### config.mk
export PLATFORM = sky130hd
export DESIGN_NAME = stepper_ramp_pulse_generator
export DESIGN_NICKNAME = d
export VERILOG_FILES = /design/src/hdl/srpg_pkg.sv /design/src/hdl/srpg_div.sv /design/src/hdl/stepper_ramp_pulse_generator.sv
export SDC_FILE = /design/constraint.sdc
export NUM_CORES = 1
export LEC_CHECK = 0
export BUFFER_PORTS_ARGS = -buffer_cell sky130_fd_sc_hd__buf_4
export CAP_MARGIN = 20
export CORE_MARGIN = 2
export CORE_UTILIZATION = 60
export DETAILED_ROUTE_END_ITERATION = 6
export GPL_TIMING_DRIVEN = 0
export HOLD_SLACK_MARGIN = 0.08
export MAX_ROUTING_LAYER = met4
export PLACE_DENSITY = 0.79
export SETUP_SLACK_MARGIN = 0.2
export SYNTH_ARGS = -nofsm -noshare
export SYNTH_HDL_FRONTEND = slang
export SYNTH_HIERARCHICAL = 1
export SYNTH_SLANG_ARGS = --single-unit
### constraint.sdc
create_clock -name clk -period 28.5 [get_ports clk]
set_input_delay 5.7 -clock clk [delete_from_list [all_inputs] [get_ports clk]]
set_output_delay 5.7 -clock clk [all_outputs]
set_load 0.005 [all_outputs]
### src/hdl/srpg_pkg.sv
// Shared types and codes for the stepper ramp pulse generator.
package srpg_pkg;

    localparam int DELAY_W = 13;
    localparam int CFG_W = 14;
    localparam int RUN_W = 22;

    localparam logic [1:0] OP_MOVE = 2'd0;
    localparam logic [1:0] OP_RUN = 2'd1;
    localparam logic [1:0] OP_STOP = 2'd2;
    localparam logic [1:0] OP_TICK = 2'd3;

    localparam logic [CFG_W-1:0] START_RESET = 14'd6200;
    localparam logic [CFG_W-1:0] SHORTEST_RESET = 14'd100;

    localparam logic REG_START = 1'b0;
    localparam logic REG_SHORTEST = 1'b1;

    typedef struct packed {
        logic [1:0]        operation;
        logic signed [31:0] step_amount;
        logic [RUN_W-1:0]  run_interval;
        logic              run_reverse;
    } in_t;

    typedef struct packed {
        logic               step_level;
        logic [DELAY_W-1:0] next_delay;
        logic signed [31:0] position;
        logic               running;
        logic               finished;
    } out_t;

    typedef enum logic [1:0] {
        ST_IDLE,
        ST_EXEC,
        ST_DIV,
        ST_DONE
    } state_t;

    typedef enum logic [1:0] {
        DLY_NONE,
        DLY_HALF,
        DLY_HELD
    } dly_t;

endpackage

### src/hdl/srpg_div.sv
// Restoring bit-serial divider: one quotient bit per cycle.
module srpg_div #(
    parameter int NW = 23
) (
    input  logic          clk,
    input  logic          rst_n,
    input  logic          start,
    input  logic [NW-1:0] dividend,
    input  logic [33:0]   divisor,
    output logic          done,
    output logic [NW-1:0] quotient
);
    localparam int CW = $clog2(NW + 1);

    logic [34:0]   rem_reg;
    logic [34:0]   rem_next;
    logic [NW-1:0] quo_reg;
    logic [33:0]   div_reg;
    logic [CW-1:0] cnt_reg;
    logic          busy_reg;
    logic          done_reg;
    logic [34:0]   trial;
    logic          ge;

    assign trial = {rem_reg[33:0], quo_reg[NW-1]};
    assign ge = trial >= {1'b0, div_reg};
    assign rem_next = ge ? trial - {1'b0, div_reg} : trial;

    always_ff @(posedge clk or negedge rst_n)
    begin
        if (!rst_n)
        begin
            busy_reg <= 1'b0;
            done_reg <= 1'b0;
            cnt_reg <= '0;
        end
        else
        begin
            done_reg <= 1'b0;
            if (start)
            begin
                busy_reg <= 1'b1;
                cnt_reg <= CW'(NW - 1);
            end
            else if (busy_reg)
            begin
                if (cnt_reg == '0)
                begin
                    busy_reg <= 1'b0;
                    done_reg <= 1'b1;
                end
                else
                begin
                    cnt_reg <= cnt_reg - 1'b1;
                end
            end
        end
    end

    always_ff @(posedge clk)
    begin
        if (start)
        begin
            rem_reg <= '0;
            quo_reg <= dividend;
            div_reg <= divisor;
        end
        else if (busy_reg)
        begin
            rem_reg <= rem_next;
            quo_reg <= {quo_reg[NW-2:0], ge};
        end
    end

    assign done = done_reg;
    assign quotient = quo_reg;
endmodule

### src/hdl/stepper_ramp_pulse_generator.sv
// Top level: command decode, move/run state and the serial ramp divider.
// Each item passes ST_EXEC and ST_DONE; when a completed move step recomputes the interval,
// it also waits in ST_DIV for the bit-serial divider.
// Throughput: one item at a time; the next is taken once the result is in the output register.
// Reset clears all control and motion state and loads the register defaults (6200 us, 100 us).
module stepper_ramp_pulse_generator #(
    parameter int FRACTION_BITS = 8
) (
    input  logic            clk,
    input  logic            rst_n,
    input  logic            in_valid,
    output logic            in_stall,
    input  srpg_pkg::in_t   in_data,
    output logic            out_valid,
    input  logic            out_stall,
    output srpg_pkg::out_t  out_data,
    input  logic            psel,
    input  logic            penable,
    input  logic            pwrite,
    input  logic [2:0]      paddr,
    input  logic [31:0]     pwdata,
    output logic [31:0]     prdata,
    output logic            pready
);
    localparam int PW = srpg_pkg::CFG_W + FRACTION_BITS;
    localparam int NW = PW + 1;
    localparam logic [PW-1:0] PMAX = {PW{1'b1}};
    localparam int DW = srpg_pkg::DELAY_W;
    localparam logic [srpg_pkg::CFG_W-1:0] START_RESET_W = srpg_pkg::START_RESET;

    function automatic logic [DW-1:0] half_delay(input logic [PW-1:0] p);
        logic [PW-1:0] d;
        d = p >> (FRACTION_BITS + 1);
        if (d == '0)
            d = PW'(1);
        return d[DW-1:0];
    endfunction

    logic [srpg_pkg::CFG_W-1:0] start_reg, shortest_reg;
    srpg_pkg::state_t state_reg, state_next;
    srpg_pkg::in_t    item_reg;
    srpg_pkg::dly_t   dkind_reg;
    srpg_pkg::out_t   out_reg;
    logic             out_valid_reg;

    logic [PW-1:0] period_reg;
    logic          line_reg;
    logic [31:0]   done_cnt_reg, total_reg, ramp_len_reg, ramp_idx_reg, pos_reg;
    logic          rev_reg, run_reg, fin_reg, sched_reg;
    logic [DW-1:0] held_reg;
    logic          ramp_up_reg;

    logic          cfg_wr;
    logic [PW-1:0] rint_sat;
    logic [PW-1:0] floor_p;
    logic [31:0]   steps_inc, pos_inc, idx_up, idx_dn, amt_mag;
    logic          amt_neg;
    logic          need_div, div_up_case, div_dn_case;
    logic          div_start, div_done;
    logic [33:0]   divisor;
    logic [NW-1:0] quo;
    logic [PW-1:0] p_dec;
    logic [PW+1:0] p_sum;
    logic          take_out;

    assign pready = 1'b1;
    assign cfg_wr = psel && penable && pwrite;
    assign prdata = (paddr[2] == srpg_pkg::REG_SHORTEST) ? {18'd0, shortest_reg}
                                                          : {18'd0, start_reg};

    always_ff @(posedge clk or negedge rst_n)
    begin
        if (!rst_n)
        begin
            start_reg <= srpg_pkg::START_RESET;
            shortest_reg <= srpg_pkg::SHORTEST_RESET;
        end
        else if (cfg_wr)
        begin
            if (paddr[2] == srpg_pkg::REG_START)
                start_reg <= pwdata[srpg_pkg::CFG_W-1:0];
            else
                shortest_reg <= pwdata[srpg_pkg::CFG_W-1:0];
        end
    end

    always_comb
    begin
        if ({{PW{1'b0}}, item_reg.run_interval} > {{srpg_pkg::RUN_W{1'b0}}, PMAX})
            rint_sat = PMAX;
        else
            rint_sat = PW'(item_reg.run_interval);
    end

    assign floor_p = {shortest_reg, {FRACTION_BITS{1'b0}}};
    assign steps_inc = done_cnt_reg + 32'd1;
    assign pos_inc = rev_reg ? pos_reg - 32'd1 : pos_reg + 32'd1;
    assign idx_up = ramp_idx_reg + 32'd1;
    assign idx_dn = ramp_idx_reg - 32'd1;
    assign amt_neg = item_reg.step_amount[31];
    assign amt_mag = amt_neg ? 32'd0 - item_reg.step_amount : item_reg.step_amount;

    // falling edge of a move step: position advances, ramp may recompute
    logic tick_fall;
    assign tick_fall = item_reg.operation == srpg_pkg::OP_TICK && sched_reg && !run_reg
                       && done_cnt_reg < total_reg && line_reg;
    assign div_up_case = ramp_len_reg == '0;
    assign div_dn_case = !div_up_case && steps_inc >= total_reg - ramp_len_reg
                         && ramp_idx_reg > 32'd1;
    assign need_div = tick_fall && (div_up_case || div_dn_case);
    assign divisor = div_up_case ? {idx_up, 2'b01} : {idx_dn, 2'b00} - 34'd1;
    assign div_start = state_reg == srpg_pkg::ST_EXEC && need_div;

    srpg_div #(.NW(NW)) u_div (
        .clk      (clk),
        .rst_n    (rst_n),
        .start    (div_start),
        .dividend ({period_reg, 1'b0}),
        .divisor  (divisor),
        .done     (div_done),
        .quotient (quo)
    );

    assign p_dec = period_reg - quo[PW-1:0];
    assign p_sum = {2'b00, period_reg} + {1'b0, quo};
    assign take_out = !out_valid_reg || !out_stall;

    always_comb
    begin
        state_next = state_reg;
        case (state_reg)
            srpg_pkg::ST_IDLE:
                if (in_valid)
                    state_next = srpg_pkg::ST_EXEC;
            srpg_pkg::ST_EXEC:
                state_next = need_div ? srpg_pkg::ST_DIV : srpg_pkg::ST_DONE;
            srpg_pkg::ST_DIV:
                if (div_done)
                    state_next = srpg_pkg::ST_DONE;
            srpg_pkg::ST_DONE:
                if (take_out)
                    state_next = srpg_pkg::ST_IDLE;
            default:
                state_next = srpg_pkg::ST_IDLE;
        endcase
    end

    assign in_stall = state_reg != srpg_pkg::ST_IDLE;

    always_ff @(posedge clk or negedge rst_n)
    begin
        if (!rst_n)
            state_reg <= srpg_pkg::ST_IDLE;
        else
            state_reg <= state_next;
    end

    always_ff @(posedge clk)
    begin
        if (state_reg == srpg_pkg::ST_IDLE && in_valid)
            item_reg <= in_data;
    end

    always_ff @(posedge clk or negedge rst_n)
    begin
        if (!rst_n)
        begin
            period_reg <= {START_RESET_W, {FRACTION_BITS{1'b0}}};
            line_reg <= 1'b0;
            done_cnt_reg <= '0;
            total_reg <= '0;
            ramp_len_reg <= '0;
            ramp_idx_reg <= '0;
            pos_reg <= '0;
            rev_reg <= 1'b0;
            run_reg <= 1'b0;
            fin_reg <= 1'b0;
            sched_reg <= 1'b0;
            held_reg <= half_delay({START_RESET_W, {FRACTION_BITS{1'b0}}});
            dkind_reg <= srpg_pkg::DLY_NONE;
            ramp_up_reg <= 1'b0;
            out_valid_reg <= 1'b0;
            out_reg <= '0;
        end
        else
        begin
            if (out_valid_reg && !out_stall && state_reg != srpg_pkg::ST_DONE)
                out_valid_reg <= 1'b0;
            case (state_reg)
                srpg_pkg::ST_EXEC:
                begin
                    dkind_reg <= srpg_pkg::DLY_NONE;
                    ramp_up_reg <= div_up_case;
                    case (item_reg.operation)
                        srpg_pkg::OP_MOVE:
                        begin
                            total_reg <= amt_mag;
                            rev_reg <= amt_neg || item_reg.step_amount == '0;
                            line_reg <= 1'b0;
                            done_cnt_reg <= '0;
                            ramp_len_reg <= '0;
                            ramp_idx_reg <= '0;
                            fin_reg <= 1'b0;
                            run_reg <= 1'b0;
                            period_reg <= {start_reg, {FRACTION_BITS{1'b0}}};
                            sched_reg <= 1'b1;
                            dkind_reg <= srpg_pkg::DLY_HALF;
                        end
                        srpg_pkg::OP_RUN:
                        begin
                            if (!sched_reg)
                            begin
                                run_reg <= 1'b1;
                                fin_reg <= 1'b0;
                                line_reg <= 1'b0;
                                done_cnt_reg <= '0;
                                period_reg <= rint_sat;
                                rev_reg <= item_reg.run_reverse;
                                held_reg <= half_delay(rint_sat);
                                sched_reg <= 1'b1;
                                dkind_reg <= srpg_pkg::DLY_HELD;
                            end
                            else if (run_reg)
                            begin
                                period_reg <= rint_sat;
                                rev_reg <= item_reg.run_reverse;
                            end
                        end
                        srpg_pkg::OP_STOP:
                        begin
                            if (sched_reg)
                            begin
                                sched_reg <= 1'b0;
                                run_reg <= 1'b0;
                                fin_reg <= 1'b1;
                                line_reg <= 1'b0;
                            end
                        end
                        default:
                        begin
                            if (sched_reg)
                            begin
                                if (run_reg)
                                begin
                                    dkind_reg <= srpg_pkg::DLY_HELD;
                                    line_reg <= !line_reg;
                                    if (line_reg)
                                    begin
                                        pos_reg <= pos_inc;
                                        done_cnt_reg <= steps_inc;
                                        held_reg <= half_delay(period_reg);
                                    end
                                end
                                else if (done_cnt_reg >= total_reg)
                                begin
                                    fin_reg <= 1'b1;
                                    sched_reg <= 1'b0;
                                end
                                else
                                begin
                                    dkind_reg <= srpg_pkg::DLY_HALF;
                                    line_reg <= !line_reg;
                                    if (line_reg)
                                    begin
                                        pos_reg <= pos_inc;
                                        done_cnt_reg <= steps_inc;
                                        if (div_up_case)
                                            ramp_idx_reg <= idx_up;
                                        else if (steps_inc >= total_reg - ramp_len_reg)
                                            ramp_idx_reg <= (ramp_idx_reg > 32'd1) ? idx_dn
                                                                                    : '0;
                                    end
                                end
                            end
                        end
                    endcase
                end
                srpg_pkg::ST_DIV:
                begin
                    if (div_done)
                    begin
                        if (ramp_up_reg)
                        begin
                            if (p_dec <= floor_p)
                            begin
                                period_reg <= floor_p;
                                ramp_len_reg <= done_cnt_reg;
                            end
                            else
                            begin
                                period_reg <= p_dec;
                            end
                            if (done_cnt_reg >= (total_reg >> 1))
                                ramp_len_reg <= done_cnt_reg;
                        end
                        else
                        begin
                            period_reg <= (p_sum[PW+1:PW] != 2'b00) ? PMAX : p_sum[PW-1:0];
                        end
                    end
                end
                srpg_pkg::ST_DONE:
                begin
                    if (take_out)
                    begin
                        out_valid_reg <= 1'b1;
                        out_reg.step_level <= line_reg;
                        case (dkind_reg)
                            srpg_pkg::DLY_HALF: out_reg.next_delay <= half_delay(period_reg);
                            srpg_pkg::DLY_HELD: out_reg.next_delay <= held_reg;
                            default:            out_reg.next_delay <= '0;
                        endcase
                        out_reg.position <= pos_reg;
                        out_reg.running <= sched_reg;
                        out_reg.finished <= fin_reg;
                    end
                end
                default:
                begin
                end
            endcase
        end
    end

    assign out_valid = out_valid_reg;
    assign out_data = out_reg;
endmodule

== Word level (Yosys, flattened, before mapping) ==
Index checks and enable logic that the tools add are counted.

* Word-level logic and storage cells: 236
* Register bits after elaboration: 437

* Add/sub/neg operators: 12
* Mux-type cells: 88
* Equality and inequality tests: 27
* $lt $le $gt $ge: 7
* Reductions and logical operators: 62
* Bitwise gates (word level): 5

{| class="wikitable"
|+ Operator list
! kind !! count
|-
| 32-bit two-way mux || 22
|-
| 22-bit two-way mux || 6
|-
| 32-bit one-hot mux with 2 select lines || 2
|-
| 32-bit by 1-bit adder with 32-bit output, second input constant || 3
|-
| 32-bit one-hot mux with 3 select lines || 1
|-
| 22-bit one-hot mux with 2 select lines || 2
|-
| 13-bit two-way mux || 6
|-
| 34-bit two-way mux || 2
|-
| 32-bit greater-or-equal comparator || 2
|-
| 32-bit logical NOT || 2
|-
| 32-bit by 1-bit subtractor with 32-bit output, second input constant || 2
|-
| 13-bit one-hot mux with 2 select lines || 2
|-
| 23-bit two-way mux || 2
|-
| 22-bit logical NOT || 2
|-
| 35-bit by 34-bit greater-or-equal comparator with 1-bit output || 1
|-
| 34-bit by 1-bit subtractor with 34-bit output, second input constant || 1
|-
| 34-bit subtractor || 1
|-
| 32-bit by 31-bit greater-or-equal comparator with 1-bit output || 1
|-
| 32-bit by 1-bit > comparator with 1-bit output, second input constant || 1
|-
| 32-bit less-than comparator || 1
|-
| 1-bit by 32-bit subtractor with 32-bit output, first input constant || 1
|-
| 32-bit subtractor || 1
|-
| 1-bit two-way mux || 26
|-
| 22-bit by 23-bit adder with 24-bit output || 1
|-
| 37 further kinds || 110
|}

== Longest topological paths before layout ==
Gate-level depths: netlist of the first run.

* Word-level depth: 9
* Gate-level depth with buffers: 26
* Depth with buffers taken out: 25

== Cells and area by module ==
Netlist of the first run, hierarchy kept.

{| class="wikitable"
|+ Modules (own cells, without submodules)
! module !! instances !! seq. area each (um^2) !! area each (um^2) !! cells an instance
|-
| stepper_ramp_pulse_generator || 1 || 8790.9 || 26216.4 || 3005
|-
| srpg_div || 1 || 2567.5 || 5865.6 || 614
|}

== Worst setup path before layout of the first run ==
No wires, ideal clock.

* Kind: input-to-output
* Start point: input paddr[2]
* End point: output prdata[10]
* Stages: 3
* Arrival: 6651 ps
* Slack: 16149 ps
* Cell sequence: clkbuf_1 -> buf_1 -> mux2_2

* Word-level cells in the longest chain between the ends: 1

{| class="wikitable"
|+ Ends and longest elaborated chain
! what !! line !! RTL
|-
| from (decl) || stepper_ramp_pulse_generator.sv:20 || <nowiki>input logic [2:0] paddr,</nowiki>
|-
| 14-bit two-way mux || stepper_ramp_pulse_generator.sv:68 || <nowiki>assign prdata = (paddr[2] == srpg_pkg::REG_SHORTEST) ? {18'd0, shortest_reg}</nowiki>
|-
| to (decl) || stepper_ramp_pulse_generator.sv:22 || <nowiki>output logic [31:0] prdata,</nowiki>
|}

Every way passes these cells.

== Final worst setup path of the first run ==
* Start point: input paddr[2]
* End point: output prdata[11]

Same word-level chain as after synthesis.

==> qor.csv, run 1 <==
stage;metric;value;unit
setup_path;slowest_stage;buf_1;
synth;async_flop_share;66.1;%
grt;gr-total-overflow;0;
floorplan;ios;182;
sta;post-route-period-util;45.6;%
outcome;status;complete, but fails checks;
setup_path;reg2reg_to;u_div/quotient[21];
setup_path;endpoint_kind;output pin;
sta;relSlewSlack;28.5;%
floorplan;fp.dieH;235;µm
cts;cts_root_buf;clkbuf_16;
placement;dp.cells;4475;
cts;cts_max_level;2;
floorplan;start_util;60.8;%
routing;detail_route.first_pass.iterations;7;
cts;clk_latency;610;ps
synth;synthFlopType;dfrtp_1;
cts;post-cts-setup-buffers;0;
grt;grt_max_degree;103;
setup_path;r2r_start;total_reg[0];
cells_and_area;final_cell_count_no_fill;4569;
cts;cts_made_buffers;50;
hold_path;min-delay-start;held_reg[10];
hold_path;hold_end;held_reg[10];
cells_and_area;nets;4209;
sta;worstMarginPinSlew;1070;ps
synth;syn-cell-area;32100;µm²
power_and_ir_drop;finalPower;4.20;mW
cts;clockBufferDepth;3;
outcome;violations;design-rule violations;
sta;setup_tns;0;ps
setup_path;cp_data_required_time;22800;ps
power_and_ir_drop;power_per_cell_area;117;nW/µm²
setup_path;ff2ff_setup_slack;20780;ps
sta;hold_violations;0;
sta;fmax;76.9;MHz
cells_and_area;area_delta_synth_final;12.1;%
placement;routabilityCongestion;1.02;
cells_and_area;drive_above_1_share;11.7;%
cts;hold_buffers;0;
synth;ys.warnings.count;6;
power_and_ir_drop;ir_drop;71.4;µV
placement;dp_hpwl;70.8;mm
synth;synth_seq_cells;437;
sta;slew_viol_final;0;
floorplan;fp-row-count;84;
setup_path;reg2regPathDepth;22;
routing;vias;28700;
routing;first_iter_violations;2759;
cts;cts_resized;0;
sta;setup_violations;0;
power_and_ir_drop;p_leak;15.9;nW
cts;clkTransAtPathRegs;50;ps
synth;synth_edf_count;114;
floorplan;die_area;55300;µm²
setup_path;critPathKind;input port to output pin;
sta;post-route-min-period;13010;ps
routing;drc;7;
floorplan;die_x;235;µm
synth;avgSynthCellArea;8.86;µm²
sta;clock_skew;26.4;ps
cells_and_area;largest_reg_flops;48;
placement;placed_area;34200;µm²
setup_path;critPathLaunchType;input port;
synth;syn_inst;3619;
routing;via_per_inst;6.29;
sta;rsz0062_at_grt;no;
grt;grt_pass1_wl;148;mm
hold_path;whs_path_depth;2;
grt;grt_pass1_vias;27100;
synth;synth_seq_area_share;35.4;%
setup_path;cp.arrival;7310;ps
cells_and_area;antenna_cells;0;
sta;whs;480;ps
routing;drtAntennaViolNets;0;
hold_path;min_path_type;flop to flop;
cells_and_area;final_area;36000;µm²
floorplan;coreArea;52800;µm²
setup_path;slowest_delay;720;ps
synth;synth_cell_types;95;
routing;routedWlPerCell;20.9;µm
grt;track_usage;34.6;%
cts;cts.sinks;437;
setup_path;cp_cell_sequence;clkbuf_1 -> buf_1 -> mux2_2 -> buf_4;
cts;tritoncts;yes;
setup_path;crit_path_max_fanout;10;
routing;drt_wl_total;95.4;mm
grt;antenna_found_initial;0;
placement;io_buffer_count;141;
flow_run;cap_violations;0;
==> cells in the mapped netlist, drive strengths merged, types with 87 or more instances <==
cell type | number | area, µm²
edfxtp | 114 | 3420
nor2 | 230 | 863
mux2 | 113 | 1270
xnor2 | 113 | 990
nand3 | 87 | 440
ha | 266 | 3330
nand2 | 390 | 1460
dfrtp | 271 | 6780
clkbuf | 154 | 578
o21ai | 280 | 1410
inv | 217 | 815
a21oi | 201 | 1010
xor2 | 112 | 981
==> through the flow <==
step	utilization (%)	worst slack, ps
2_1_floorplan	-	16150
3_3_place_gp	64.6	15500
3_5_place_dp	64.9	15510
4_1_cts	68.2	15510
5_1_grt	68.2	15410
6_report	68.2	15490
==> power by group <==
| part | leakage, nW | switching [mW] | internal [mW] |
|---|---|---|---|
| Clock | 0.833 | 0.278 | 0.413 |
| Combinational | 9.96 | 1.56 | 0.957 |
| Sequential | 5.10 | 0.169 | 0.826 |
==> critical path, delay by kind of cell <==
family / cells / cell delay [ps]
multiplexers: 1 / 440
buffers and inverters: 3 / 1160
==> routing by layer <==
metal / track usage [%] / part of all wire [%]
met1: 45.8 / 42
met4: 13.4 / 4.2
met3: 6.89 / 9.5
met5: - / 0
met2: 52.5 / 44
==> area by class of cell <==
class                      count  area [µm²]
clock buffer                  66        1420
multi-input combinational   2772       19100
clock inverter                28         338
sequential                   437       11400
tap                          688         861
buffer                       209         905
fill                        4334       16800
timing repair buffer         149        1200
inverter                     220         826
==> layout by cell type (no fill, tap or decap), types with 71 or more instances in the layout <==
master	instances
nand2_1	390
nor2_1	230
dfrtp_1	271
a21o_1	71
ha_1	266
o21ai_0	270
xor2_1	112
inv_1	217
a21oi_1	200
buf_4	164
edfxtp_1	114
clkbuf_1	163
xnor2_1	113
nand3_1	86
mux2_2	113
==> cell families (layout without fill, tap and decap cells) <==
logic type,count (synthesis),in the layout,synth area share (%)
simple gates,1120,1120,17.1
compound gates,958,958,19.3
flops,437,437,35.4
buf+inv,429,672,5.39
fa+ha+maj,271,271,10.7
xor+xnor,225,225,6.14
mux,177,177,5.96
other cells,2,21,0.0234
==> worst max-delay path by stage <==
| stage | startpoint | endpoint | slack [ps] | cells past startpoint |
|---|---|---|---|---|
| after CTS | paddr[2] | prdata[11] | 15510 | 4 |
| after detailed placement | paddr[2] | prdata[11] | 15510 | 4 |
| after global routing | paddr[2] | prdata[11] | 15410 | 4 |
| after floorplan | paddr[2] | prdata[10] | 16150 | 3 |
| after global placement | paddr[2] | prdata[11] | 15500 | 4 |
| final | paddr[2] | prdata[11] | 15490 | 4 |
Note: power is estimated with default switching activity, not from simulation.
==> inputs of run 2 (changes only) <==
--- a/config.mk
+++ b/config.mk
@@ -8,12 +8,12 @@
 export BUFFER_PORTS_ARGS = -buffer_cell sky130_fd_sc_hd__buf_4
 export CAP_MARGIN = 20
 export CORE_MARGIN = 2
-export CORE_UTILIZATION = 60
+export CORE_UTILIZATION = 57
 export DETAILED_ROUTE_END_ITERATION = 6
 export GPL_TIMING_DRIVEN = 0
 export HOLD_SLACK_MARGIN = 0.08
 export MAX_ROUTING_LAYER = met4
-export PLACE_DENSITY = 0.79
+export PLACE_DENSITY = 0.78
 export SETUP_SLACK_MARGIN = 0.2
 export SYNTH_ARGS = -nofsm -noshare
 export SYNTH_HDL_FRONTEND = slang
==> constraint.sdc (replaced) <==
create_clock -name clk -period 11 [get_ports clk]
set_input_delay 2.2 -clock clk [delete_from_list [all_inputs] [get_ports clk]]
set_output_delay 2.2 -clock clk [all_outputs]
set_load 0.005 [all_outputs]
==> run 2 against run 1 <==
Against the previous run:
- the flow still finishes with violations (design-rule violations)
- sequential share of layout area hardly changed
- count of clock-buffer cells in the layout is 1 lower
- first-iteration DRC count grew 2.4%
- combinational power increased to 2.6 times the previous value
- critical endpoint is now u_div/quotient[0]
==> qor.csv, run 2 (synthesized netlist as in run 1, its figures left out) <==
stage;metric;value;unit
sta;post-route-min-period;7970;ps
power_and_ir_drop;power_switching;5.19;mW
routing;vias;28700;
floorplan;die_x;241;µm
power_and_ir_drop;seq_power_share;24.0;%
cells_and_area;n_fill_cell;4720;
power_and_ir_drop;clkPwrFrac;15.7;%
sta;slew_viol_final;0;
sta;clock_skew;31.5;ps
placement;dp_hpwl;71.5;mm
grt;grt_pass1_wl;150;mm
setup_path;slowest_delay;670;ps
hold_path;min_path_type;flop to flop;
cells_and_area;final_core_util;64.9;%
setup_path;endpoint_kind;flop;
outcome;status;complete, but fails checks;
outcome;violations;design-rule violations;
power_and_ir_drop;sw_frac_of_total;48.1;%
routing;first_iter_violations;2825;
cts;cts_root_buf;clkbuf_16;
cts;cts.sinks;437;
routing;drt_wl_total;95.7;mm
cells_and_area;area_delta_synth_final;12.1;%
setup_path;cp_data_required_time;11310;ps
cts;cts_made_buffers;50;
routing;via_per_inst;6.19;
routing;drc;1;
sta;hold_violations;0;
setup_path;cp.arrival;8280;ps
floorplan;start_util;57.9;%
sta;worstMarginPinSlew;1210;ps
power_and_ir_drop;p_comb_share;60.3;%
cts;cts_resized;0;
cells_and_area;mostFrequentLayoutCells;nand2_1 (390), dfrtp_1 (271), o21ai_0 (270), ha_1 (266), nor2_1 (230);
routing;drtAntennaViolNets;0;
cts;cts_max_level;2;
cells_and_area;nets;4209;
sta;finalWorstSetupSlack;3030;ps
cts;hold_buffers;0;
floorplan;coreArea;55400;µm²
setup_path;slowest_stage;nor4_2;
cts;clk_latency;620;ps
grt;gr-total-overflow;0;
flow_run;cap_violations;0;
sta;rsz0062_at_grt;no;
power_and_ir_drop;power_per_cell_area;300;nW/µm²
power_and_ir_drop;intPower;5.61;mW
setup_path;crit_path_max_fanout;10;
grt;grt_pass1_vias;27200;
cts;clkTransAtPathRegs;60;ps
cells_and_area;drive_above_1_share;11.6;%
sta;setup_violations;0;
cells_and_area;largest_reg_flops;48;
setup_path;critPathKind;flop to flop;
placement;routabilityCongestion;0.995;
grt;track_usage;33.8;%
setup_path;critPathLaunchType;flop;
floorplan;die_area;58200;µm²
cts;tritoncts;yes;
placement;io_buffer_count;141;
grt;grt_max_degree;105;
setup_path;cp_top_family;compound AO/OA/AOI/OAI gates;
placement;detailedPlace.worstSlack;3100;ps
cells_and_area;final_common_cell;nand2_1;
floorplan;ios;182;
sta;whs;478;ps
cts;clockBufferDepth;3;
sta;relSlewSlack;19.0;%
sta;post-route-period-util;72.4;%
cts;post-cts-setup-buffers;0;
setup_path;cp_num_buf_inv;5;
floorplan;fp-row-count;86;
sta;fmax;126;MHz
routing;detail_route.first_pass.iterations;7;
floorplan;fp.dieH;241;µm
grt;antenna_found_initial;0;
routing;routedWlPerCell;20.7;µm
power_and_ir_drop;p_leak;15.9;nW
power_and_ir_drop;ir_drop;195;µV
-- run 2: power by group through the flow --
stage	clock, mW	sequential (mW)	combinational [mW]
final	1.70	2.59	6.51
after floorplan	0	2.43	4.62
after global placement	0	2.60	6.20
after detailed placement	0	2.60	6.31
after CTS	1.72	2.58	6.36
after global routing	1.79	2.63	7.15
-- run 2: area by class of cell --
cell class	count	area [µm²]	area share, %
well taps	748	936	2.60
repair buffers	149	1200	3.33
clock buffers	65	1400	3.90
multi-input cells	2772	19100	53.0
flip-flops and latches	437	11400	31.6
plain buffers	209	905	2.52
diodes	1	2.50	0.00696
inverters	220	826	2.30
clock inverters	29	259	0.720
-- run 2: path summary, 6_finish.rpt --
path / from / endpoint / slack, ps / cells after the start
setup / recovery: total_reg[0] / u_div/quotient[0] / 3030 / 25
hold / removal: out_data[43] / out_data[43] / 480 / 2
setup reg to reg: total_reg[0] / u_div/quotient[0] / 3030 / 25
hold reg to reg: out_data[43] / out_data[43] / 480 / 2
max in group asynchronous: rst_n / ramp_len_reg[6] / 8370 / 2
min in group asynchronous: rst_n / u_div/busy_reg / 1630 / 1
-- run 2: stage by stage --
stage	cells	cell area, µm²	setup TNS, ps	total power, mW
detailed placement	4535	34300	0	8.90
floorplan	3638	32200	0	7.06
CTS	4629	36000	0	10.7
global placement	4527	34100	-86230	8.80
global route	4629	36000	0	11.6
finish	4630	36000	0	10.8
-- run 2: worst min-delay path: cells and delay by family, from the launching register on --
kind	cells	cell delay (ps)
AO/OA/AOI/OAI	1	50
AND/OR/NAND/NOR	1	50
flip-flops	1	340
-- run 2: per-layer routing --
layer	GRT usage (%)	share of wire [%]
met5	-	0
met4	12.1	3.4
met3	5.62	8.6
met2	51.5	44
met1	45.6	43
